==> src/hw/rtl/two_wire_seven_segment_driver_top_assert.svh <==
// Assertion macros shared by the display driver RTL.
`ifndef TWO_WIRE_SEVEN_SEGMENT_DRIVER_TOP_ASSERT_SVH
`define TWO_WIRE_SEVEN_SEGMENT_DRIVER_TOP_ASSERT_SVH

// A property that must hold at every clock edge outside reset.
`define TW7_ASSERT(label, prop, msg) \
  label: assert property (@(posedge clk_i) disable iff (!rst_ni) (prop)) else $error(msg);

// A condition that must hold whenever the antecedent holds.
`define TW7_ASSERT_IMPL(label, ante, cons, msg) \
  label: assert property (@(posedge clk_i) disable iff (!rst_ni) (ante) |-> (cons)) \
    else $error(msg);

// A condition that must hold in the cycle after the antecedent holds.
`define TW7_ASSERT_NEXT(label, ante, cons, msg) \
  label: assert property (@(posedge clk_i) disable iff (!rst_ni) (ante) |=> (cons)) \
    else $error(msg);

`endif

==> src/hw/rtl/tw7seg_pkg.sv <==
package tw7seg_pkg;

  localparam int unsigned NumberW = 14;
  localparam int unsigned BrightW = 3;

  localparam logic [1:0] CmdTick   = 2'd0;
  localparam logic [1:0] CmdShow   = 2'd1;
  localparam logic [1:0] CmdBright = 2'd2;

  localparam logic [7:0] DataCmdByte = 8'h40;
  localparam logic [7:0] AddrCmdByte = 8'hC0;
  localparam logic [7:0] CtrlCmdByte = 8'h88;

  localparam logic [2:0] LastPos  = 3'd6;
  localparam logic [2:0] ResetBright = 3'd4;

  // Reciprocals of 10, 100 and 1000, scaled by 2^19, 2^19 and 2^23 and rounded up.
  localparam logic [15:0] Recip10   = 16'd52429;
  localparam logic [12:0] Recip100  = 13'd5243;
  localparam logic [13:0] Recip1000 = 14'd8389;

  typedef logic [7:0] byte_t;

  function automatic byte_t seg_of(input logic [3:0] digit);
    byte_t seg;
    case (digit)
      4'd0: seg = 8'h3F;
      4'd1: seg = 8'h06;
      4'd2: seg = 8'h5B;
      4'd3: seg = 8'h4F;
      4'd4: seg = 8'h66;
      4'd5: seg = 8'h6D;
      4'd6: seg = 8'h7D;
      4'd7: seg = 8'h07;
      4'd8: seg = 8'h7F;
      4'd9: seg = 8'h6F;
      default: seg = 8'h00;
    endcase
    return seg;
  endfunction

endpackage

==> src/hw/rtl/two_wire_seven_segment_driver_top.sv <==
// Two-wire seven-segment display driver.
// The input stream carries one beat per command: tuser holds the command
// (tick, show number, send brightness) and tdata holds the number to show.
// Every accepted beat produces exactly one output beat carrying the clock
// level, data drive enable, data level and a busy flag for that slot.
// A show or brightness command accepted while idle queues its frames and
// sets busy; each following tick beat emits one pin slot until the last
// stop slot. Commands arriving while busy are dropped.
// The output beat appears in the cycle after its input beat. One beat is
// accepted every cycle unless the receiver stalls; the output register lets
// a new beat in while the previous result is taken in the same cycle.
// When the receiver stalls, the result stays in the output register and
// tready falls until it is taken.
// The four decimal digits are split out by reciprocal multiplication in the
// cycle that takes the show command, so the conversion is combinational. Reset
// leaves the block idle, clock low, data driven low, brightness register at 4.
// The cfg port must write brightness only while idle; the block does not check.
module two_wire_seven_segment_driver_top
  import tw7seg_pkg::*;
(
  input  logic               clk_i,
  input  logic               rst_ni,
  input  logic               s_axis_tvalid,
  output logic               s_axis_tready,
  input  logic [15:0]        s_axis_tdata,  // number[13:0], zero pad
  input  logic [1:0]         s_axis_tuser,  // command[1:0]
  output logic               m_axis_tvalid,
  input  logic               m_axis_tready,
  output logic [7:0]         m_axis_tdata,  // clock_level, data_driven, data_level,
                                            // busy_res, zero pad
  input  logic               cfg_we_i,
  input  logic [BrightW-1:0] cfg_wdata_i
);

  typedef enum logic [2:0] {
    PhIdle,
    PhStart,
    PhBits,
    PhAck,
    PhStop
  } phase_e;

  phase_e phase_q, phase_d;
  logic [2:0] pos_q, pos_d;
  logic [3:0] cnt_q, cnt_d;
  logic clk_q, clk_d;
  logic dat_q, dat_d;
  logic drv_q, drv_d;
  logic busy_q, busy_d;
  logic [BrightW-1:0] bright_q;
  logic [BrightW-1:0] bright_lat_q, bright_lat_d;

  logic [29:0] prod10;
  logic [26:0] prod100;
  logic [27:0] prod1000;
  logic [10:0] quo10;
  logic [7:0]  quo100;
  logic [4:0]  quo1000;
  logic [3:0]  dig_unit;
  logic [3:0]  dig_ten;
  logic [3:0]  dig_hund;
  logic [3:0]  dig_thou;
  logic [15:0] digits_q, digits_d;

  logic m_valid_q;
  logic [3:0] m_data_q;
  logic [3:0] res_d;

  logic in_acc;
  logic [1:0] cmd;
  logic [NumberW-1:0] number;
  byte_t cur_byte;
  logic cur_bit;
  logic frame_ends;
  logic load_show;
  logic emitted_busy;

  assign cmd    = s_axis_tuser;
  assign number = s_axis_tdata[NumberW-1:0];
  assign s_axis_tready = !m_valid_q || m_axis_tready;
  assign in_acc = s_axis_tvalid && s_axis_tready;
  assign m_axis_tvalid = m_valid_q;
  assign m_axis_tdata  = {4'b0000, m_data_q};

  assign prod10   = 30'(number) * 30'(Recip10);
  assign prod100  = 27'(number) * 27'(Recip100);
  assign prod1000 = 28'(number) * 28'(Recip1000);
  assign quo10    = prod10[29:19];
  assign quo100   = prod100[26:19];
  assign quo1000  = prod1000[27:23];

  assign dig_unit = 4'(number - NumberW'(quo10) * NumberW'(10));
  assign dig_ten  = 4'(quo10 - 11'(quo100) * 11'd10);
  assign dig_hund = 4'(quo100 - 8'(quo1000) * 8'd10);
  assign dig_thou = (quo1000 >= 5'd10) ? 4'(quo1000 - 5'd10) : quo1000[3:0];
  assign digits_d = {dig_thou, dig_hund, dig_ten, dig_unit};

  always_comb begin
    unique case (pos_q)
      3'd0: cur_byte = DataCmdByte;
      3'd1: cur_byte = AddrCmdByte;
      3'd2: cur_byte = seg_of(digits_q[15:12]);
      3'd3: cur_byte = seg_of(digits_q[11:8]);
      3'd4: cur_byte = seg_of(digits_q[7:4]);
      3'd5: cur_byte = seg_of(digits_q[3:0]);
      default: cur_byte = CtrlCmdByte | {5'b00000, bright_lat_q};
    endcase
  end

  assign cur_bit    = cur_byte[cnt_q[3:1]];
  assign frame_ends = (pos_q == 3'd0) || (pos_q == 3'd5) || (pos_q >= LastPos);

  always_comb begin
    phase_d      = phase_q;
    pos_d        = pos_q;
    cnt_d        = cnt_q;
    clk_d        = clk_q;
    dat_d        = dat_q;
    drv_d        = drv_q;
    busy_d       = busy_q;
    bright_lat_d = bright_lat_q;
    load_show    = 1'b0;
    emitted_busy = busy_q;

    if (cmd == CmdTick) begin
      if (busy_q) begin
        unique case (phase_q)
          PhStart: begin
            clk_d = 1'b1;
            drv_d = 1'b1;
            if (cnt_q == 4'd0) begin
              dat_d = 1'b1;
              cnt_d = 4'd1;
            end else begin
              dat_d   = 1'b0;
              phase_d = PhBits;
              cnt_d   = 4'd0;
            end
          end
          PhBits: begin
            clk_d = cnt_q[0];
            drv_d = 1'b1;
            dat_d = cur_bit;
            if (cnt_q == 4'd15) begin
              phase_d = PhAck;
              cnt_d   = 4'd0;
            end else begin
              cnt_d = cnt_q + 4'd1;
            end
          end
          PhAck: begin
            clk_d = (cnt_q == 4'd2);
            drv_d = (cnt_q == 4'd0);
            if (cnt_q >= 4'd3) begin
              cnt_d = 4'd0;
              if (frame_ends) begin
                phase_d = PhStop;
              end else begin
                pos_d   = pos_q + 3'd1;
                phase_d = PhBits;
              end
            end else begin
              cnt_d = cnt_q + 4'd1;
            end
          end
          PhStop: begin
            drv_d = 1'b1;
            if (cnt_q == 4'd0) begin
              clk_d = 1'b1;
              dat_d = 1'b0;
              cnt_d = 4'd1;
            end else if (cnt_q == 4'd1) begin
              clk_d = 1'b1;
              dat_d = 1'b1;
              cnt_d = 4'd2;
            end else begin
              clk_d = 1'b0;
              dat_d = 1'b1;
              cnt_d = 4'd0;
              if (pos_q >= LastPos) begin
                phase_d = PhIdle;
              end else begin
                pos_d   = pos_q + 3'd1;
                phase_d = PhStart;
              end
            end
          end
          default: begin
            phase_d = PhIdle;
            cnt_d   = 4'd0;
          end
        endcase
        emitted_busy = 1'b1;
        busy_d       = (phase_d != PhIdle);
      end else begin
        emitted_busy = 1'b0;
      end
    end else if (!busy_q && (cmd == CmdShow || cmd == CmdBright)) begin
      load_show    = (cmd == CmdShow);
      bright_lat_d = bright_q;
      pos_d        = (cmd == CmdShow) ? 3'd0 : LastPos;
      cnt_d        = 4'd0;
      phase_d      = PhStart;
      busy_d       = 1'b1;
      emitted_busy = 1'b1;
    end

    res_d = {emitted_busy, drv_d & dat_d, drv_d, clk_d};
  end

  always_ff @(posedge clk_i or negedge rst_ni) begin
    if (!rst_ni) begin
      phase_q      <= PhIdle;
      pos_q        <= 3'd0;
      cnt_q        <= 4'd0;
      clk_q        <= 1'b0;
      dat_q        <= 1'b0;
      drv_q        <= 1'b1;
      busy_q       <= 1'b0;
      bright_q     <= ResetBright;
      m_valid_q    <= 1'b0;
    end else begin
      if (cfg_we_i) begin
        bright_q <= cfg_wdata_i;
      end
      if (in_acc) begin
        phase_q   <= phase_d;
        pos_q     <= pos_d;
        cnt_q     <= cnt_d;
        clk_q     <= clk_d;
        dat_q     <= dat_d;
        drv_q     <= drv_d;
        busy_q    <= busy_d;
        m_valid_q <= 1'b1;
      end else if (m_axis_tready) begin
        m_valid_q <= 1'b0;
      end
    end
  end

  always_ff @(posedge clk_i) begin
    if (in_acc) begin
      bright_lat_q <= bright_lat_d;
      m_data_q     <= res_d;
      if (load_show) begin
        digits_q <= digits_d;
      end
    end
  end

  `include "two_wire_seven_segment_driver_top_assert.svh"

  `TW7_ASSERT(a_busy_matches_phase, busy_q == (phase_q != PhIdle),
              "Busy flag disagrees with frame phase.")
  `TW7_ASSERT_IMPL(a_digit_in_range,
                   phase_q == PhBits && pos_q >= 3'd2 && pos_q <= 3'd5,
                   cur_byte != 8'h00,
                   "Digit byte holds no decimal digit.")
  `TW7_ASSERT_IMPL(a_ack_count, phase_q == PhAck || phase_q == PhStop,
                   cnt_q <= 4'd3 && pos_q <= LastPos,
                   "Slot counter or byte position out of range.")
  `TW7_ASSERT_NEXT(a_stall_holds_result, m_valid_q && !m_axis_tready,
                   m_valid_q && $stable(m_data_q) && $stable(phase_q),
                   "Stalled result or state changed.")

endmodule
==> config.mk <==
export PLATFORM = sky130hd
export DESIGN_NAME = two_wire_seven_segment_driver_top
export DESIGN_NICKNAME = d
export VERILOG_FILES = /design/src/hw/rtl/tw7seg_pkg.sv /design/src/hw/rtl/two_wire_seven_segment_driver_top.sv
export VERILOG_INCLUDE_DIRS = /design/src /design/src/hw/rtl
export SDC_FILE = /design/constraint.sdc
export NUM_CORES = 1
export LEC_CHECK = 0
export BUFFER_PORTS_ARGS = -buffer_cell sky130_fd_sc_hd__buf_2
export CAP_MARGIN = 10
export CORE_MARGIN = 3
export CORE_UTILIZATION = 71
export DETAILED_ROUTE_END_ITERATION = 10
export GPL_TIMING_DRIVEN = 0
export HOLD_SLACK_MARGIN = 0.06
export PLACE_DENSITY = 0.95
export SYNTH_ARGS = -nofsm -noshare
export SYNTH_HDL_FRONTEND = slang
export SYNTH_SLANG_ARGS = --single-unit
==> constraint.sdc <==
create_clock -name clk_i -period 5.99 [get_ports clk_i]
set_input_delay 1.198 -clock clk_i [delete_from_list [all_inputs] [get_ports clk_i]]
set_output_delay 1.198 -clock clk_i [all_outputs]
set_load 0.02 [all_outputs]
==> results of run 1 <==
==> per-layer routing <==
metal	track usage [%]	GRT overflow
met1	66.5	0
met2	85.7	3
met3	53.4	0
met4	70.4	4
met5	15.8	0
==> synth_stat cells (all sizes together) (18+ instances only) <==
cell type  count  area, um2
a21oi         53        265
clkbuf        18       67.6
dfxtp         28        561
edfxtp        23        691
fa           133       2660
ha           267       3340
inv          308       1160
mux2i         18        230
nand2         69        262
nor2          49        186
o21ai         45        225
xnor2         22        208
==> stage by stage <==
step           TNS [ps]  utilization (%)  setup WS [ps]  instance area [um2]
2_1_floorplan    -20610                -          -1430                12300
3_3_place_gp     -52220             76.6          -2230                12700
3_5_place_dp     -61660             76.6          -2500                12700
4_1_cts          -27860             85.7          -1560                14300
==> cell families after synthesis <==
| family | count (synthesis) |
|---|---|
| AOI/OAI and AO/OA | 202 |
| xor gates and xnor gates | 38 |
| adders and majority gates | 400 |
| buffers and inverters | 331 |
| DFF | 69 |
| muxes | 29 |
| other | 1 |
| and+or+nand+nor | 206 |
==> timing repair <==
action,CTS
pin swaps,37
setup buffers,53
setup endpoints to repair,38
resized for setup,167
==> impl_metrics.ini, run 1 <==
[synthesis]
synth_ff_type = sky130_fd_sc_hd__dfxtp_1
mux_contribution_to_synthesized_area_pct = 2.96
async_flop_share_pct = 26.1
synth_edf_count = 23
yosys.area_share.simple_pct = 8.16
syn_area_per_cell_um2 = 9.47
yosysWarnings = 0
compound_cell_area_share_of_the_yosys_netlist_pct = 11.4
syn-instance-count = 1276
synthesis.area_um2 = 12100
synth_top_family_by_area = adder cells
sequential_to_total_area_share_from_yosys_stat_pct = 14.1
ys_seq_elements = 69
synth_fa_ha_area_share_pct = 49.7
synth_xor_area_share_pct = 3.24
synthDistinctLibCells = 81

[clock_network]
cts-buffers-inserted = 9
cts.htree.levels = 3
cts_hold_repair.buffers = 0
clockRootBuffer = sky130_fd_sc_hd__clkbuf_16
clk_path_buf_depth = 2
cts.sink_count = 69

[global_routing]
grt_remaining_overflow = 7
grt_use_total_pct = 68.3
grt_max_degree = 26

[status]
status = aborted with a tool error
haltStage = 5_1_grt
toolErrorMsg = [ERROR GRT-0232] Routing congestion too high. Check the congestion heatmap in the GUI.

[die]
die_h_um = 136
initial_util_pct = 72.6
rows = 47
die_width_um = 136
io_pins = 36

[place]
hpwlAfterDp_mm = 25.4
dp_cells = 1528
gp_congestion = 0.957
io_buffers = 29

[sta]
worst-ep-kind = register data pin
postGrtWorstEndpoint = _2824_/D
==> run 2: changes to the inputs <==
--- a/config.mk
+++ b/config.mk
@@ -9,11 +9,10 @@
 export BUFFER_PORTS_ARGS = -buffer_cell sky130_fd_sc_hd__buf_2
 export CAP_MARGIN = 10
 export CORE_MARGIN = 3
-export CORE_UTILIZATION = 71
+export CORE_UTILIZATION = 40
 export DETAILED_ROUTE_END_ITERATION = 10
 export GPL_TIMING_DRIVEN = 0
-export HOLD_SLACK_MARGIN = 0.06
-export PLACE_DENSITY = 0.95
+export PLACE_DENSITY_LB_ADDON = 0.15
 export SYNTH_ARGS = -nofsm -noshare
 export SYNTH_HDL_FRONTEND = slang
 export SYNTH_SLANG_ARGS = --single-unit
==> run 2 against run 1 <==
- the flow now finishes, with violations (setup timing)
- synthesized area stayed put
- synthesized cell count is the same
==> impl_metrics.ini, run 2 <==
[critical_path]
worst_setup_path_end_kind = flip-flop
crit_family = adder cells
critical_path.startpoint_type = input port
cp_slowest_stage_delay_ps = 550
critPathBufInv = 6
cp.required_ps = 6200
critical_path.max_fanout = 5
critPathMostFrequentCell = sky130_fd_sc_hd__fa_1
cp.arrival_ps = 7630
path_class = in2reg
crit_slowest_cell = sky130_fd_sc_hd__fa_2

[synthesis]
synthesis.area_um2 = 12100
yosysMostFrequentCell = sky130_fd_sc_hd__inv_1
async_flop_share_pct = 26.1
sequential_to_total_area_share_from_yosys_stat_pct = 14.1
mux_contribution_to_synthesized_area_pct = 2.96
yosysWarnings = 0
synth_ff_type = sky130_fd_sc_hd__dfxtp_1
syn_area_per_cell_um2 = 9.47
post-synth-top-area-cell = sky130_fd_sc_hd__ha_1
yosys.area_share.simple_pct = 8.16
synth_top_area_share_pct = 27.7
synth_fa_ha_area_share_pct = 49.7
synth_top_family_by_area = adder cells
syn-instance-count = 1276
synthDistinctLibCells = 81
synth_commonest_cells = 308 x sky130_fd_sc_hd__inv_1, 267 x sky130_fd_sc_hd__ha_1, 133 x sky130_fd_sc_hd__fa_1, 68 x sky130_fd_sc_hd__nand2_1, 53 x sky130_fd_sc_hd__a21oi_1
ys_seq_elements = 69
synth_area_leaders = sky130_fd_sc_hd__ha_1 28%, sky130_fd_sc_hd__fa_1 22%, sky130_fd_sc_hd__inv_1 9.6%, sky130_fd_sc_hd__edfxtp_1 5.7%, sky130_fd_sc_hd__dfxtp_1 4.6%
synth_xor_area_share_pct = 3.24
synth_edf_count = 23
compound_cell_area_share_of_the_yosys_netlist_pct = 11.4

[drt]
number_of_optimization_iterations_in_the_first_detailed_route_pass = 4
post_drt_via_cell_ratio = 4.94
routed_wirelength_mm = 28.3
drt_iter0_drc = 348
detailroute.via_count = 8796
drt-wirelength-per-cell_um = 15.9
post-route-drc-count = 0
route.antenna.remaining_nets = 0

[die]
die_h_um = 180
io_pins = 36
rows = 62
initial_util_pct = 41.3
core_um2 = 29200
die_area_um2 = 32300
die_width_um = 180

[sta]
drv_slew = 0
fin_setup_tns_ps = -25200
max_freq_mhz = 135
setup_viol_count_final = 33
post-route-min-period_ps = 7420
post-route-period-util_pct = 124
rsz0062_at_grt = true
hold_viol_final = 0
slew_headroom_pct = 52.9
post-route-worst-setup-slack_ps = -1430
worst-slew-pin-transition_ps = 701
worst_clock_skew_ps = 11.4

[global_routing]
grt_use_total_pct = 17.7
groute.layer.met2.usage_pct = 31.6
gr_met1_demand_resource_pct = 22.9
grt_antenna_before_repair = 0
global_route.usage.met3_pct = 1.21
busiest_layer = met2
grt_pass1_vias = 9243
grt_remaining_overflow = 0
grt_max_degree = 26
grt_first_pass_wirelength_mm = 46.8

[status]
failed_checks = setup timing
status = complete, but fails checks

[clock_network]
cts.sink_count = 69
clkTransAtPathRegs_ps = 60
clk_path_buf_depth = 2
cts.htree.levels = 3
clockRootBuffer = sky130_fd_sc_hd__clkbuf_16
clock_latency_ps = 330
cts_tree = yes
cts-buffers-inserted = 9

[pwr]
power_frac_comb_pct = 83.2
p_total_mw = 8.04
power_frac_seq_pct = 9.6
peakVddDrop_mv = 0.590
power_report.internal_total_mw = 4.36
power.switching_mw = 3.68
p_per_area_nw_per_um2 = 538
swShare_pct = 45.8
clkPwrFrac_pct = 7.2
leakage_nw = 7.25

[cells_and_area]
fillerInstances = 2696
diodes = 0
flow.area_growth_from_synthesis_pct = 23.7
post_layout_inst_area_um2 = 14900
drive_above_1_share_pct = 21.8
final_common_cell = sky130_fd_sc_hd__inv_1
leading_cell_types_in_the_layout_fill_and_taps_excluded = 284 x sky130_fd_sc_hd__inv_1, 210 x sky130_fd_sc_hd__ha_1, 127 x sky130_fd_sc_hd__fa_1
finish.net_count = 1817

[place]
io_buffers = 29
gp_congestion = 0.824
hpwlAfterDp_mm = 23.1
placement_stage_cell_area_um2 = 13000

[hold_path]
hold_class = reg2reg

[job]
max_cap_violations = 0
==> run 2: cell counts after synthesis <==
No cell type changed its count.
==> run 2: worst register-to-register path, delay by kind of cell, from the launching register on <==
kind	cells	cell delay (ps)
simple gates	5	1670
buf+inv	3	1080
mux	1	560
flops	1	370
fa+ha+maj	1	200
compound gates	1	110
==> run 2: logic make-up after synthesis <==
logic type / after synthesis
xor gates and xnor gates: 38
and+or+nand+nor: 206
buffers and inverters: 331
DFF: 69
other: 1
AOI/OAI and AO/OA: 202
adders and majority gates: 400
muxes: 29
==> run 2: path summary, 6_finish.rpt <==
kind	from	to	slack (ps)	cells past startpoint
worst max-delay path	s_axis_tdata[12]	flip-flop	-1430	29
worst min-delay path	bright_q[1]	bright_lat_q[1]	460	0
worst max register to register	m_axis_tvalid	flip-flop	1910	11
worst min register to register	bright_q[1]	bright_lat_q[1]	460	0
max in group asynchronous	rst_ni	bright_q[2]	4850	1
min in group asynchronous	rst_ni	clk_q	810	1
==> run 2: area by class of cell <==
class | instances | area, um2 | share of cell area, %
inverter | 308 | 1190 | 7.99
multi-input combinational | 879 | 10200 | 68.2
buffer | 23 | 136 | 0.912
clock inverter | 7 | 105 | 0.703
sequential | 69 | 1700 | 11.4
timing repair buffer | 101 | 908 | 6.08
tap | 384 | 480 | 3.21
clock buffer | 9 | 225 | 1.51
==> run 2: routing by layer <==
metal  routed length (um)  vias up
met2                14100       89
met4                  852        0
met3                  451       35
met5                    0        -
li1                     -     4435
met1                12900     4237
==> run 2: timing repair <==
action                     in CTS  in global routing
setup buffers                  44                 28
setup endpoints to repair      38                 36
resized for setup             124                 81
hold buffers                    0                  0
pin swaps                      38                 35
==> run 2: stage by stage <==
stage / hold WS (ps) / worst slack (ps) / util, % / instances
2_1_floorplan: 421 / -1430 / - / 1279
3_3_place_gp: 438 / -2360 / 44.3 / 1692
3_5_place_dp: 441 / -2350 / 44.3 / 1692
4_1_cts: 457 / -1520 / 48.7 / 1752
5_1_grt: 468 / -1680 / 51.1 / 1780
6_report: 456 / -1430 / 51.1 / 1780
==> run 2: power groups by stage <==
stage | Combinational (mW) | Clock [mW] | Sequential, mW
after floorplan | 3.86 | 0 | 0.776
after global placement | 4.93 | 0 | 0.783
after detailed placement | 4.97 | 0 | 0.785
after CTS | 5.80 | 0.596 | 0.775
after global routing | 7.56 | 0.616 | 0.784
final | 6.69 | 0.579 | 0.775
Power figures use the tool's default switching activity.
==> run 3: changes to the inputs <==
--- a/config.mk
+++ b/config.mk
@@ -8,6 +8,7 @@
 export LEC_CHECK = 0
 export BUFFER_PORTS_ARGS = -buffer_cell sky130_fd_sc_hd__buf_2
 export CAP_MARGIN = 10
+export CORE_ASPECT_RATIO = 0.6
 export CORE_MARGIN = 3
 export CORE_UTILIZATION = 40
 export DETAILED_ROUTE_END_ITERATION = 10
==> run 3 against run 2 <==
- the flow still finishes with violations (setup timing)
- clock power about the same
- global-route usage increased by 2.6 points
- sequential power up 2%
- worst setup slack lost 24 ps
- non-clock buffer count shrank 3
- combinational power about the same
- critical path depth did not move
- largest cell class unchanged
- highest routed layer unchanged
==> impl_metrics.ini, run 3 (synthesized netlist as in run 2, its figures left out) <==
[sta]
post-route-worst-setup-slack_ps = -1450
slew_headroom_pct = 22.4
drv_slew = 0
setup_viol_count_final = 28
post-route-min-period_ps = 7440
post-route-period-util_pct = 124
rsz0062_at_grt = true
worst_clock_skew_ps = 7.51
worst-slew-pin-transition_ps = 1160
hold_viol_final = 0
max_freq_mhz = 134

[clock_network]
cts_hold_repair.buffers = 0
cts_tree = yes
cts.sink_count = 69
cts-buffers-inserted = 9
clk_path_buf_depth = 2
clockRootBuffer = sky130_fd_sc_hd__clkbuf_16
clkTransAtPathRegs_ps = 60
clock_latency_ps = 350
cts.htree.levels = 3

[global_routing]
grt_antenna_before_repair = 0
grt_use_total_pct = 20.4
grt_remaining_overflow = 0
grt_pass1_vias = 8975
grt_first_pass_wirelength_mm = 51.0
grt_max_degree = 26

[hold_path]
holdCritStartpoint = bright_q[0]
min_delay_worst_endpoint = bright_lat_q[0]
hold_class = reg2reg
whs_path_depth = 0

[critical_path]
crit_slowest_cell = sky130_fd_sc_hd__fa_2
worst_setup_path_end_kind = flip-flop
critical_path.startpoint_type = input port
crit_start = s_axis_tdata[8]
critPathMostFrequentCell = sky130_fd_sc_hd__fa_1
rrSetupSlack_ps = 1210
r2r-start = m_axis_tvalid
cp_slowest_stage_delay_ps = 600
rr_worst_depth = 11
cp.required_ps = 6220
cp.arrival_ps = 7680
path_class = in2reg
critical_path.max_fanout = 15

[drt]
drt-wirelength-per-cell_um = 17.7
drt_iter0_drc = 561
post-route-drc-count = 0
route.antenna.remaining_nets = 0
post_drt_via_cell_ratio = 5.04
detailroute.via_count = 9045
number_of_optimization_iterations_in_the_first_detailed_route_pass = 5
routed_wirelength_mm = 31.7

[pwr]
peakVddDrop_mv = 0.545
p_per_area_nw_per_um2 = 544
p_total_mw = 8.08
leakage_nw = 7.23

[job]
max_cap_violations = 0

[die]
die_width_um = 230
initial_util_pct = 41.3
io_pins = 36
core_um2 = 29200
die_h_um = 141
die_area_um2 = 32400
rows = 48

[place]
gp_congestion = 0.863
io_buffers = 29
hpwlAfterDp_mm = 25.9

[cells_and_area]
final_common_cell = sky130_fd_sc_hd__inv_1
post_layout_utilization_of_the_core_pct = 50.8
flow.area_growth_from_synthesis_pct = 23.0
leading_cell_types_in_the_layout_fill_and_taps_excluded = 286 x sky130_fd_sc_hd__inv_1, 213 x sky130_fd_sc_hd__ha_1, 129 x sky130_fd_sc_hd__fa_1
drive_above_1_share_pct = 21.5
finish.net_count = 1814
diodes = 0

[status]
status = complete, but fails checks
failed_checks = setup timing
[run 3: changes by cell type in the layout (fill, tap and decap cells not counted), moves of 3 or more]
cell                      previous run  this run
sky130_fd_sc_hd__buf_12              6         9
sky130_fd_sc_hd__buf_16              3         0
sky130_fd_sc_hd__buf_4              67        63
sky130_fd_sc_hd__ha_1              210       213
sky130_fd_sc_hd__ha_2                9        13
sky130_fd_sc_hd__ha_4               48        41
sky130_fd_sc_hd__inv_2              17        12
sky130_fd_sc_hd__nor2_2              2         5
sky130_fd_sc_hd__xnor2_1            16        13
sky130_fd_sc_hd__xnor2_2             4         8
[run 3: timing repair]
item                       in CTS  in global routing
pin swaps                      50                 26
buffers inserted               50                 19
gates resized for setup       143                 57
setup endpoints to repair      40                 36
[run 3: where the power goes]
group / total (mW) / internal, mW / switching [mW]
Combinational: 6.71 / 3.21 / 3.50
Clock: 0.581 / 0.375 / 0.206
Sequential: 0.788 / 0.730 / 0.0580
Total: 8.08 / 4.31 / 3.77
[run 3: metrics by stage]
step | hold WS (ps) | instance area, um2 | std cells | setup WS (ps) | TNS [ps]
3_5_place_dp | 449 | 13000 | 1708 | -2500 | -66350
2_1_floorplan | 421 | 12300 | 1279 | -1430 | -20610
5_1_grt | 477 | 14900 | 1793 | -1670 | -30350
4_1_cts | 459 | 14400 | 1774 | -1460 | -24310
6_report | 458 | 14900 | 1793 | -1450 | -23710
3_3_place_gp | 443 | 13000 | 1708 | -2520 | -65250
[run 3: critical path: cells and delay by family]
family                   cells  cell delay, ps
adder cells (fa/ha/maj)      9            3600
AND/OR/NAND/NOR              4             490
buffers and inverters        7             610
multiplexers                 2             520
XOR/XNOR                     6            1080
AO/OA/AOI/OAI                1             150
[run 3: how the worst max path moves through the flow]
stage	slack (ps)	endpoint
finish	-1450	flip-flop
global route	-1670	flip-flop
CTS	-1460	flip-flop
detailed placement	-2500	flip-flop
global placement	-2520	flip-flop
floorplan	-1430	flip-flop
[run 3: cell type report]
| class | instances | area, um2 |
|---|---|---|
| Inverter | 308 | 1200 |
| Sequential cell | 69 | 1700 |
| Multi-Input combinational cell | 879 | 10100 |
| Clock buffer | 12 | 246 |
| Tap cell | 400 | 500 |
| Fill cell | 2698 | 14400 |
| Buffer | 23 | 135 |
| Timing Repair Buffer | 98 | 871 |
| Clock inverter | 4 | 71.3 |
[run 3: layer usage]
layer / global-route usage [%] / part of all wire [%] / vias up / wire [um]
met5: 0 / 0 / - / 0
met4: 1.83 / 0.44 / 0 / 138
met3: 5.51 / 6.9 / 10 / 2200
met2: 24.1 / 34 / 168 / 10700
met1: 35.6 / 59 / 4441 / 18600
li1: - / - / 4426 / -
